<file path="config.mk">
export PLATFORM = sky130hd
export DESIGN_NAME = byte_coalescer_flush_engine_top_flat
export DESIGN_NICKNAME = d
export VERILOG_FILES = /design/src/sv/bcfe_pkg.sv /design/src/sv/bcfe_in_if.sv /design/src/sv/bcfe_out_if.sv /design/src/sv/byte_coalescer_flush_engine_top.sv /design/src/flat_wrapper.sv
export SDC_FILE = /design/constraint.sdc
export NUM_CORES = 1
export LEC_CHECK = 0
export ABC_AREA = 0
export ABC_CLOCK_PERIOD_IN_PS = 9850
export BUFFER_PORTS_ARGS = -buffer_cell sky130_fd_sc_hd__buf_2
export CORE_MARGIN = 5
export CORE_UTILIZATION = 25
export CTS_BUF_LIST = sky130_fd_sc_hd__clkbuf_4
export DETAILED_ROUTE_END_ITERATION = 16
export PLACE_DENSITY = 0.35
export SYNTH_ARGS = -nofsm -noshare
export SYNTH_HDL_FRONTEND = slang
export SYNTH_SLANG_ARGS = --single-unit
</file>
<file path="constraint.sdc">
create_clock -name i_clk -period 9.85 [get_ports i_clk]
set_clock_uncertainty 0.2 [all_clocks]
set_input_delay 0.4925 -clock i_clk [delete_from_list [all_inputs] [get_ports i_clk]]
set_output_delay 0.4925 -clock i_clk [all_outputs]
set_load 0.02 [all_outputs]
</file>
<file path="src/sv/bcfe_pkg.sv">
// Package for the byte coalescer flush engine.
// Holds field widths, register indexes, reset values and shared types.
// No dependencies; compile this file first.
package bcfe_pkg;

    localparam int OP_W       = 2;
    localparam int BYTE_W     = 8;
    localparam int TIME_W     = 32;
    localparam int MP_W       = 7;
    localparam int CFG_IDX_W  = 2;
    localparam int CFG_DATA_W = 32;

    // Upper bound on the number of output transactions one input item may cause.
    localparam int RESULT_MAX = 64;

    localparam logic [MP_W-1:0]   MAX_PAYLOAD_RST = 7'd20;
    localparam logic [BYTE_W-1:0] DELIMITER_RST   = 8'd59;
    localparam logic [TIME_W-1:0] IDLE_LIMIT_RST  = 32'd20;
    localparam logic [TIME_W-1:0] IDLE_DEFAULT    = 32'd20;

    typedef enum logic [OP_W-1:0] {
        OP_PUSH  = 2'd0,
        OP_TICK  = 2'd1,
        OP_CLEAR = 2'd2
    } t_op;

    typedef enum logic [CFG_IDX_W-1:0] {
        CFG_MAX_PAYLOAD = 2'd0,
        CFG_DELIMITER   = 2'd1,
        CFG_IDLE_LIMIT  = 2'd2
    } t_cfg_idx;

    typedef enum logic [1:0] {
        ST_IDLE = 2'b01,
        ST_EMIT = 2'b10
    } t_state;

endpackage

</file>
<file path="src/sv/bcfe_in_if.sv">
// Input channel of the byte coalescer flush engine: valid/ready plus one item.
// Depends on bcfe_pkg for the field widths.
interface bcfe_in_if;
    logic                           valid;
    logic                           ready;
    logic [bcfe_pkg::OP_W-1:0]      op;
    logic [bcfe_pkg::BYTE_W-1:0]    data_byte;
    logic [bcfe_pkg::TIME_W-1:0]    now_ms;

    modport source (output valid, output op, output data_byte, output now_ms, input ready);
    modport sink   (input valid, input op, input data_byte, input now_ms, output ready);
endinterface

</file>
<file path="src/sv/bcfe_out_if.sv">
// Output channel of the byte coalescer flush engine: valid/ready plus one result.
// Depends on bcfe_pkg for the field widths.
interface bcfe_out_if;
    logic                           valid;
    logic                           ready;
    logic [bcfe_pkg::BYTE_W-1:0]    out_byte;
    logic                           chunk_last;
    logic                           dropped;

    modport source (output valid, output out_byte, output chunk_last, output dropped,
                    input ready);
    modport sink   (input valid, input out_byte, input chunk_last, input dropped,
                    output ready);
endinterface

</file>
<file path="src/sv/byte_coalescer_flush_engine_top.sv">
// Byte coalescer with automatic flush. An item that causes no chunk leaves the block
// idle. An item that flushes a chunk puts the block in its emit state: the chunk
// streams out of the single read port of the byte store at one byte per cycle, when
// the output does not stall, through the registered read data, and the next item is taken
// once the last byte has reached the output register.
// The byte store needs no clearing after reset. Uses bcfe_pkg, bcfe_in_if, bcfe_out_if.
module byte_coalescer_flush_engine_top #(
    parameter int BUFFER_DEPTH = 64
) (
    input  logic                                i_clk,
    input  logic                                i_rst_n,
    bcfe_in_if.sink                             i_in,
    bcfe_out_if.source                          o_out,
    input  logic                                i_cfg_we,
    input  logic [bcfe_pkg::CFG_IDX_W-1:0]      i_cfg_idx,
    input  logic [bcfe_pkg::CFG_DATA_W-1:0]     i_cfg_data
);

    localparam int HW = $clog2(BUFFER_DEPTH);
    localparam int CW = $clog2(BUFFER_DEPTH + 1);
    localparam int SW = CW + 1;

    // Configuration registers.
    logic [bcfe_pkg::MP_W-1:0]      r_max_payload;
    logic [bcfe_pkg::BYTE_W-1:0]    r_delimiter;
    logic [bcfe_pkg::TIME_W-1:0]    r_idle_limit;

    // Store bookkeeping.
    bcfe_pkg::t_state               r_state, n_state;
    logic [CW-1:0]                  r_fill, n_fill;
    logic [HW-1:0]                  r_head, n_head;
    logic [bcfe_pkg::TIME_W-1:0]    r_lwt, n_lwt;
    logic [bcfe_pkg::BYTE_W-1:0]    r_last_byte, n_last_byte;
    logic [HW-1:0]                  r_rd_ptr, n_rd_ptr;
    logic [CW-1:0]                  r_rem, n_rem;

    // Byte store and its registered read port.
    logic [bcfe_pkg::BYTE_W-1:0]    mem [BUFFER_DEPTH];
    logic [bcfe_pkg::BYTE_W-1:0]    r_rd_data;
    logic                           r_rd_last;
    logic                           r_rd_valid;

    // Output register.
    logic                           r_out_valid;
    logic [bcfe_pkg::BYTE_W-1:0]    r_out_byte;
    logic                           r_out_last;
    logic                           r_out_drop;

    logic                           out_free;
    logic                           accept;
    logic                           move;
    logic                           issue;
    logic                           is_push;
    logic                           is_tick;
    logic                           is_clear;
    logic                           full;
    logic                           stored;
    logic                           echo_hit;
    logic [CW-1:0]                  fill_a;
    logic [bcfe_pkg::BYTE_W-1:0]    last_a;
    logic [bcfe_pkg::TIME_W-1:0]    lwt_a;
    logic [bcfe_pkg::TIME_W-1:0]    elapsed;
    logic [bcfe_pkg::TIME_W-1:0]    limit;
    logic [CW-1:0]                  len;
    logic [CW-1:0]                  fill_new;
    logic [HW-1:0]                  head_new;
    logic [HW-1:0]                  wr_addr;
    logic [SW-1:0]                  wr_sum;
    logic [SW-1:0]                  head_sum;

    assign out_free   = !r_out_valid || o_out.ready;
    assign i_in.ready = (r_state == bcfe_pkg::ST_IDLE) && !r_rd_valid && out_free;
    assign accept     = i_in.valid && i_in.ready;
    assign move       = r_rd_valid && out_free;
    assign issue      = (r_state == bcfe_pkg::ST_EMIT) && (r_rem != '0)
                        && (!r_rd_valid || move);

    assign o_out.valid      = r_out_valid;
    assign o_out.out_byte   = r_out_byte;
    assign o_out.chunk_last = r_out_last;
    assign o_out.dropped    = r_out_drop;

    always_comb begin
        is_push  = 1'b0;
        is_tick  = 1'b0;
        is_clear = 1'b0;
        unique case (bcfe_pkg::t_op'(i_in.op))
            bcfe_pkg::OP_PUSH:  is_push  = 1'b1;
            bcfe_pkg::OP_TICK:  is_tick  = 1'b1;
            bcfe_pkg::OP_CLEAR: is_clear = 1'b1;
            default: ;
        endcase
    end

    // Flush decision for the item at the input, on the store as it stands after a push.
    always_comb begin
        full     = (r_fill == CW'(BUFFER_DEPTH));
        stored   = is_push && !full;
        echo_hit = is_push && full;
        fill_a   = r_fill + CW'(stored);
        last_a   = stored ? i_in.data_byte : r_last_byte;
        lwt_a    = stored ? i_in.now_ms : r_lwt;
        elapsed  = i_in.now_ms - lwt_a;
        limit    = (r_idle_limit == '0) ? bcfe_pkg::IDLE_DEFAULT : r_idle_limit;

        wr_sum  = SW'(r_head) + SW'(r_fill);
        if (wr_sum >= SW'(BUFFER_DEPTH)) begin
            wr_sum = wr_sum - SW'(BUFFER_DEPTH);
        end
        wr_addr = HW'(wr_sum);

        len = '0;
        if ((fill_a == '0) || (r_max_payload == '0)) begin
            len = '0;
        end else if (8'(fill_a) >= 8'(r_max_payload)) begin
            len = CW'(r_max_payload);
        end else if (last_a == r_delimiter) begin
            len = fill_a;
        end else if (elapsed >= limit) begin
            len = fill_a;
        end
        // The drop echo takes a result slot, so a full-size chunk is cut by one byte, which stays stored.
        if (echo_hit && (8'(len) > 8'(bcfe_pkg::RESULT_MAX - 1))) begin
            len = CW'(bcfe_pkg::RESULT_MAX - 1);
        end

        fill_new = fill_a - len;
        head_sum = SW'(r_head) + SW'(len);
        if (head_sum >= SW'(BUFFER_DEPTH)) begin
            head_sum = head_sum - SW'(BUFFER_DEPTH);
        end
        head_new = (fill_new == '0) ? '0 : HW'(head_sum);
    end

    always_comb begin
        n_state     = r_state;
        n_fill      = r_fill;
        n_head      = r_head;
        n_lwt       = r_lwt;
        n_last_byte = r_last_byte;
        n_rd_ptr    = r_rd_ptr;
        n_rem       = r_rem;
        if (accept) begin
            if (is_clear) begin
                n_fill = '0;
                n_head = '0;
            end else if (is_push || is_tick) begin
                n_fill      = fill_new;
                n_head      = head_new;
                n_lwt       = lwt_a;
                n_last_byte = last_a;
                if (len != '0) begin
                    n_state  = bcfe_pkg::ST_EMIT;
                    n_rd_ptr = r_head;
                    n_rem    = len;
                end
            end
        end else if (issue) begin
            n_rd_ptr = (r_rd_ptr == HW'(BUFFER_DEPTH - 1)) ? '0 : r_rd_ptr + HW'(1);
            n_rem    = r_rem - CW'(1);
            if (r_rem == CW'(1)) begin
                n_state = bcfe_pkg::ST_IDLE;
            end
        end
    end

    always_ff @(posedge i_clk) begin
        if (!i_rst_n) begin
            r_max_payload <= bcfe_pkg::MAX_PAYLOAD_RST;
            r_delimiter   <= bcfe_pkg::DELIMITER_RST;
            r_idle_limit  <= bcfe_pkg::IDLE_LIMIT_RST;
        end else if (i_cfg_we) begin
            unique case (bcfe_pkg::t_cfg_idx'(i_cfg_idx))
                bcfe_pkg::CFG_MAX_PAYLOAD: r_max_payload <= i_cfg_data[bcfe_pkg::MP_W-1:0];
                bcfe_pkg::CFG_DELIMITER:   r_delimiter   <= i_cfg_data[bcfe_pkg::BYTE_W-1:0];
                bcfe_pkg::CFG_IDLE_LIMIT:  r_idle_limit  <= i_cfg_data;
                default: ;
            endcase
        end
    end

    always_ff @(posedge i_clk) begin
        if (!i_rst_n) begin
            r_state    <= bcfe_pkg::ST_IDLE;
            r_fill     <= '0;
            r_head     <= '0;
            r_lwt      <= '0;
            r_rem      <= '0;
            r_rd_valid <= 1'b0;
        end else begin
            r_state    <= n_state;
            r_fill     <= n_fill;
            r_head     <= n_head;
            r_lwt      <= n_lwt;
            r_rem      <= n_rem;
            r_rd_valid <= issue ? 1'b1 : (move ? 1'b0 : r_rd_valid);
        end
    end

    always_ff @(posedge i_clk) begin
        r_last_byte <= n_last_byte;
        r_rd_ptr    <= n_rd_ptr;
    end

    // Byte store: one write port used on accepted pushes that are stored, one read port used while emitting.
    always_ff @(posedge i_clk) begin
        if (accept && stored) begin
            mem[wr_addr] <= i_in.data_byte;
        end
        if (issue) begin
            r_rd_data <= mem[r_rd_ptr];
            r_rd_last <= (r_rem == CW'(1));
        end
    end

    always_ff @(posedge i_clk) begin
        if (!i_rst_n) begin
            r_out_valid <= 1'b0;
        end else if ((accept && echo_hit) || move) begin
            r_out_valid <= 1'b1;
        end else if (o_out.ready) begin
            r_out_valid <= 1'b0;
        end
    end

    always_ff @(posedge i_clk) begin
        if (accept && echo_hit) begin
            r_out_byte <= i_in.data_byte;
            r_out_last <= 1'b0;
            r_out_drop <= 1'b1;
        end else if (move) begin
            r_out_byte <= r_rd_data;
            r_out_last <= r_rd_last;
            r_out_drop <= 1'b0;
        end
    end

    a_fill_bound: assert property (@(posedge i_clk) disable iff (!i_rst_n)
        r_fill <= CW'(BUFFER_DEPTH))
        else $error("fill count exceeds the store depth");

    a_empty_head: assert property (@(posedge i_clk) disable iff (!i_rst_n)
        (r_fill == '0) |-> (r_head == '0))
        else $error("read head not rewound on an empty store");

    a_emit_work: assert property (@(posedge i_clk) disable iff (!i_rst_n)
        (r_state == bcfe_pkg::ST_EMIT) |-> (r_rem != '0))
        else $error("emitting with no bytes left to read");

    a_echo_out: assert property (@(posedge i_clk) disable iff (!i_rst_n)
        (accept && echo_hit) |=> (o_out.valid && o_out.dropped && !o_out.chunk_last))
        else $error("drop echo did not reach the output register");

endmodule
</file>
<file path="src/flat_wrapper.sv">
// flat-port wrapper written by rule: the top's interface ports become plain ports
module byte_coalescer_flush_engine_top_flat 
#(
    parameter int BUFFER_DEPTH = 64
)
  (i_clk, i_rst_n, i_cfg_we, i_cfg_idx, i_cfg_data, i_in_valid, i_in_op, i_in_data_byte, i_in_now_ms, i_in_ready, o_out_valid, o_out_out_byte, o_out_chunk_last, o_out_dropped, o_out_ready);
  bcfe_in_if i_in_i ();
  bcfe_out_if o_out_i ();
  input  logic i_clk;
  input  logic i_rst_n;
  input  logic i_cfg_we;
  input  logic [bcfe_pkg::CFG_IDX_W-1:0] i_cfg_idx;
  input  logic [bcfe_pkg::CFG_DATA_W-1:0] i_cfg_data;
  input wire logic [$bits(i_in_i.valid)-1:0] i_in_valid;
  input wire logic [$bits(i_in_i.op)-1:0] i_in_op;
  input wire logic [$bits(i_in_i.data_byte)-1:0] i_in_data_byte;
  input wire logic [$bits(i_in_i.now_ms)-1:0] i_in_now_ms;
  output wire logic [$bits(i_in_i.ready)-1:0] i_in_ready;
  output wire logic [$bits(o_out_i.valid)-1:0] o_out_valid;
  output wire logic [$bits(o_out_i.out_byte)-1:0] o_out_out_byte;
  output wire logic [$bits(o_out_i.chunk_last)-1:0] o_out_chunk_last;
  output wire logic [$bits(o_out_i.dropped)-1:0] o_out_dropped;
  input wire logic [$bits(o_out_i.ready)-1:0] o_out_ready;
  assign i_in_i.valid = i_in_valid;
  assign i_in_i.op = i_in_op;
  assign i_in_i.data_byte = i_in_data_byte;
  assign i_in_i.now_ms = i_in_now_ms;
  assign i_in_ready = i_in_i.ready;
  assign o_out_valid = o_out_i.valid;
  assign o_out_out_byte = o_out_i.out_byte;
  assign o_out_chunk_last = o_out_i.chunk_last;
  assign o_out_dropped = o_out_i.dropped;
  assign o_out_i.ready = o_out_ready;
  byte_coalescer_flush_engine_top #(.BUFFER_DEPTH(BUFFER_DEPTH)) u_core (.i_clk(i_clk), .i_rst_n(i_rst_n), .i_in(i_in_i), .o_out(o_out_i), .i_cfg_we(i_cfg_we), .i_cfg_idx(i_cfg_idx), .i_cfg_data(i_cfg_data));
endmodule
</file>
==> impl_metrics.env <==
export IMPL_period_needed_ns=9.06
export IMPL_wire_per_inst_um=21.8
export IMPL_pwr_share_clk_pct=34.5
export IMPL_drc_errors=0
export IMPL_use_met2_pct=24.4
export IMPL_combPwrFrac_pct=24.2
export IMPL_synth_seq_cells=648
export IMPL_cts_tree="done"
export IMPL_slowest_stage="or4_4"
export IMPL_multi_input_area_sq_mm=0.0105
export IMPL_peakVddDrop_mv=0.0900
export IMPL_gp_congestion=0.803
export IMPL_root_buffer="clkbuf_4"
export IMPL_top_usage_layer="met2"
export IMPL_cp_common_cell="a21o_1"
export IMPL_rsz0062_at_grt="false"
export IMPL_r2r_slack_ns=0.79
export IMPL_cts_buffer_depth=3
export IMPL_grt_pass1_wl_mm=137
export IMPL_drive_above_1_share_pct=21.0
export IMPL_first_iter_violations=1224
export IMPL_synth_main_ff_cell="edfxtp_1"
export IMPL_max_freq_ghz=0.110
export IMPL_drtPass1Iterations=7
export IMPL_arrival_ns=9.75
export IMPL_wl_mm=93.3
export IMPL_worstPathRequired_ns=10.54
export IMPL_antenna_left=0
export IMPL_placedCellCount=3786
export IMPL_final_setup_tns_ns=0
export IMPL_antenna_found_initial=5
export IMPL_syn_area_sq_mm=0.0296
export IMPL_areaGrowthSynthToFinish_pct=21.5
export IMPL_fin_cells=4284
export IMPL_cts_setup_buffers=0
export IMPL_hold_violations=0
export IMPL_fin_crit_sh_pct=92.0
export IMPL_p_leak_nw=12.6
export IMPL_synthDistinctLibCells=77
export IMPL_use_met1_pct=18.6
export IMPL_rows=126
export IMPL_power_density_mw_per_mm2=208
export IMPL_power_w=0.00750
export IMPL_drv_slew=0
export IMPL_syn_area_per_cell_sq_um=13.3
export IMPL_netSwitchingPower_w=0.00239
export IMPL_endpoint_kind="flop"
export IMPL_yosysTopAreaCellShare_pct=55.1
export IMPL_yosys_warnings=0
export IMPL_syn_inst=2232
export IMPL_path_max_fanout=12
export IMPL_die_area_sq_mm=0.125
export IMPL_ys_async_sr_fraction_pct=0
export IMPL_slowest_delay_ns=0.65
export IMPL_gr_total_overflow=0
export IMPL_worst_setup_path_type="flop to flop"
export IMPL_h_tree_depth=4
export IMPL_yosysSeqAreaShare_pct=62.2
export IMPL_worstSkewPairLatency_ns=1.03
export IMPL_nets=2766
export IMPL_setup_viol=0
export IMPL_design_portCount=93
export IMPL_cts_buffers=185
export IMPL_via_per_inst=4.69
export IMPL_die_w_um=354
export IMPL_nFillCells=11893
export IMPL_p_int_w=0.00511
export IMPL_tightest_slew_ns=1.29
export IMPL_cts_sinks=648
export IMPL_relSlewSlack_pct=13.6
export IMPL_synth_top_area_cell="edfxtp_1"
export IMPL_dpl_hpwl_mm=59.7
export IMPL_die_y_um=354
export IMPL_switching_share_pct=31.8
export IMPL_port_buffers=92
export IMPL_clk_pin_slew_ns=0.06
export IMPL_worst_slack_ns=0.786
export IMPL_seqPwrFrac_pct=41.3
export IMPL_maxCapViolCount=0
export IMPL_vias=20106
export IMPL_grt_pass1_vias=20982
export IMPL_yosys_top_cells_area="edfxtp_1 55%, dfxtp_1 7.1%, mux4_2 5.5%"
export IMPL_synth_enable_flop_cells=543
export IMPL_area_sequential_sq_mm=0.0184
export IMPL_dpl_worst_slack_ns=0.183
export IMPL_synth_net_count=2403
export IMPL_grt_max_degree=100
export IMPL_status="finished clean"
export IMPL_start_util_pct=25.1
export IMPL_coreArea_sq_mm=0.118
export IMPL_hold_class="input port to flop"
export IMPL_startpoint_type="flop"
export IMPL_grt_met3_usage_pct=3.62
export IMPL_track_usage_pct=14.7
## kinds of logic after synthesis
family / after synthesis / share of synthesized area [%]
multiplexers: 238 / 11.3
XOR/XNOR: 54 / 1.60
adder cells (fa/ha/maj): 90 / 3.88
AO/OA/AOI/OAI: 505 / 10.6
flip-flops: 648 / 62.2
AND/OR/NAND/NOR: 516 / 8.09
buffers and inverters: 181 / 2.36
## registers in the layout, summed over array words and instances, names as in the netlist
register,count
u_core.mem,512
u_core.o_out.chunk_last,1
u_core.o_out.dropped,1
u_core.o_out.out_byte,8
u_core.o_out.valid,1
u_core.r_delimiter,8
u_core.r_fill,7
u_core.r_head,6
u_core.r_idle_limit,32
u_core.r_last_byte,8
u_core.r_lwt,32
u_core.r_max_payload,7
u_core.r_rd_data,8
u_core.r_rd_last,1
u_core.r_rd_ptr,6
u_core.r_rd_valid,1
u_core.r_rem,7
u_core.r_state,2
## what timing repair did
| action | 4_1_cts | 5_1_grt |
|---|---|---|
| endpoints found under the hold margin | 278 | 0 |
| resized for setup | 0 | 9 |
| hold buffers | 158 | 0 |
| setup endpoints to repair | 0 | 7 |
## path summary, 6_finish.rpt
| path | from | depth (start not counted) | endpoint |
|---|---|---|---|
| max | u_core.r_fill[2] | 35 | u_core.r_head[5] |
| min | i_cfg_data[6] | 4 | u_core.r_idle_limit[6] |
| max reg2reg | u_core.r_fill[2] | 35 | u_core.r_head[5] |
| min reg2reg | u_core.r_idle_limit[5] | 2 | u_core.r_idle_limit[5] |
## area by class of cell
| class | count | area share, % |
|---|---|---|
| diodes | 8 | 0.0557 |
| clock buffers | 288 | 6.01 |
| clock inverters | 44 | 0.790 |
| inverters | 66 | 0.692 |
| multi-input cells | 1403 | 29.3 |
| flip-flops and latches | 648 | 51.2 |
| well taps | 1536 | 5.34 |
| repair buffers | 291 | 6.60 |
## worst max-delay path, delay by kind of cell, from the launching register on
| kind | cells | cell delay [ns] |
|---|---|---|
| adders and majority gates | 4 | 1.34 |
| and+or+nand+nor | 7 | 2.06 |
| AOI/OAI and AO/OA | 20 | 4.27 |
| DFF | 1 | 0.31 |
| xor gates and xnor gates | 1 | 0.16 |
| muxes | 1 | 0.21 |
| buffers and inverters | 2 | 0.39 |
## power groups by stage
stage                     Combinational [W]  Sequential [W]  Clock (W)
after floorplan                     0.00119         0.00314          0
after global placement              0.00178         0.00315          0
after detailed placement            0.00178         0.00316          0
after CTS                           0.00184         0.00310    0.00270
after global routing                0.00200         0.00310    0.00285
final                               0.00181         0.00310    0.00258
## per-layer routing
metal | share of wire, % | vias up
li1 | - | 9437
met1 | 44 | 9974
met2 | 48 | 527
met3 | 5.4 | 166
met4 | 2.8 | 2
met5 | 0.019 | -
## layout by cell type (no fill, tap or decap), drive strengths merged, types with 40 or more instances in the layout
cell type / netlist / layout
mux2i: 126 / 126
buf: 22 / 133
edfxtp: 543 / 543
dfxtp: 105 / 105
nor2: 160 / 160
mux4: 72 / 72
a21oi: 199 / 199
nand2: 197 / 197
o21ai: 91 / 91
inv: 66 / 69
mux2: 40 / 40
clkbuf: 93 / 288
dlygate4sd3: 0 / 158
ha: 87 / 87
## stage by stage
step / util (%) / cell area, sq um / hold WS [ns]
floorplan: - / 29600 / 0.237
finish: 30.5 / 36000 / 0.183
global placement: 27.1 / 31900 / 0.251
detailed placement: 27.1 / 31900 / 0.254
CTS: 30.5 / 35900 / 0.0134
global route: 30.5 / 36000 / 0.0468
## Yosys cell counts, types with 4 or more instances
library cell	count
o211ai_1	14
o31ai_1	5
nor4b_1	4
o21bai_1	5
and2_1	7
xnor2_1	28
nor4bb_1	8
a31oi_1	4
inv_1	63
nor3_1	7
nor2b_1	14
buf_1	16
xor2_1	26
mux4_2	72
a221oi_1	4
o221ai_1	32
o21a_1	16
a21boi_0	5
ha_1	87
o22ai_1	36
a21o_1	28
a211oi_1	34
mux2_2	40
buf_2	4
nor4_1	13
nand2b_1	20
o21ai_0	88
nand4_1	10
edfxtp_1	543
nand3_1	36
and3_1	8
mux2i_1	126
clkbuf_1	93
a21oi_1	199
nand2_1	197
or3_1	4
dfxtp_1	105
nor3b_1	6
nor2_1	160
No activity file was read; power rests on OpenSTA's default activity.
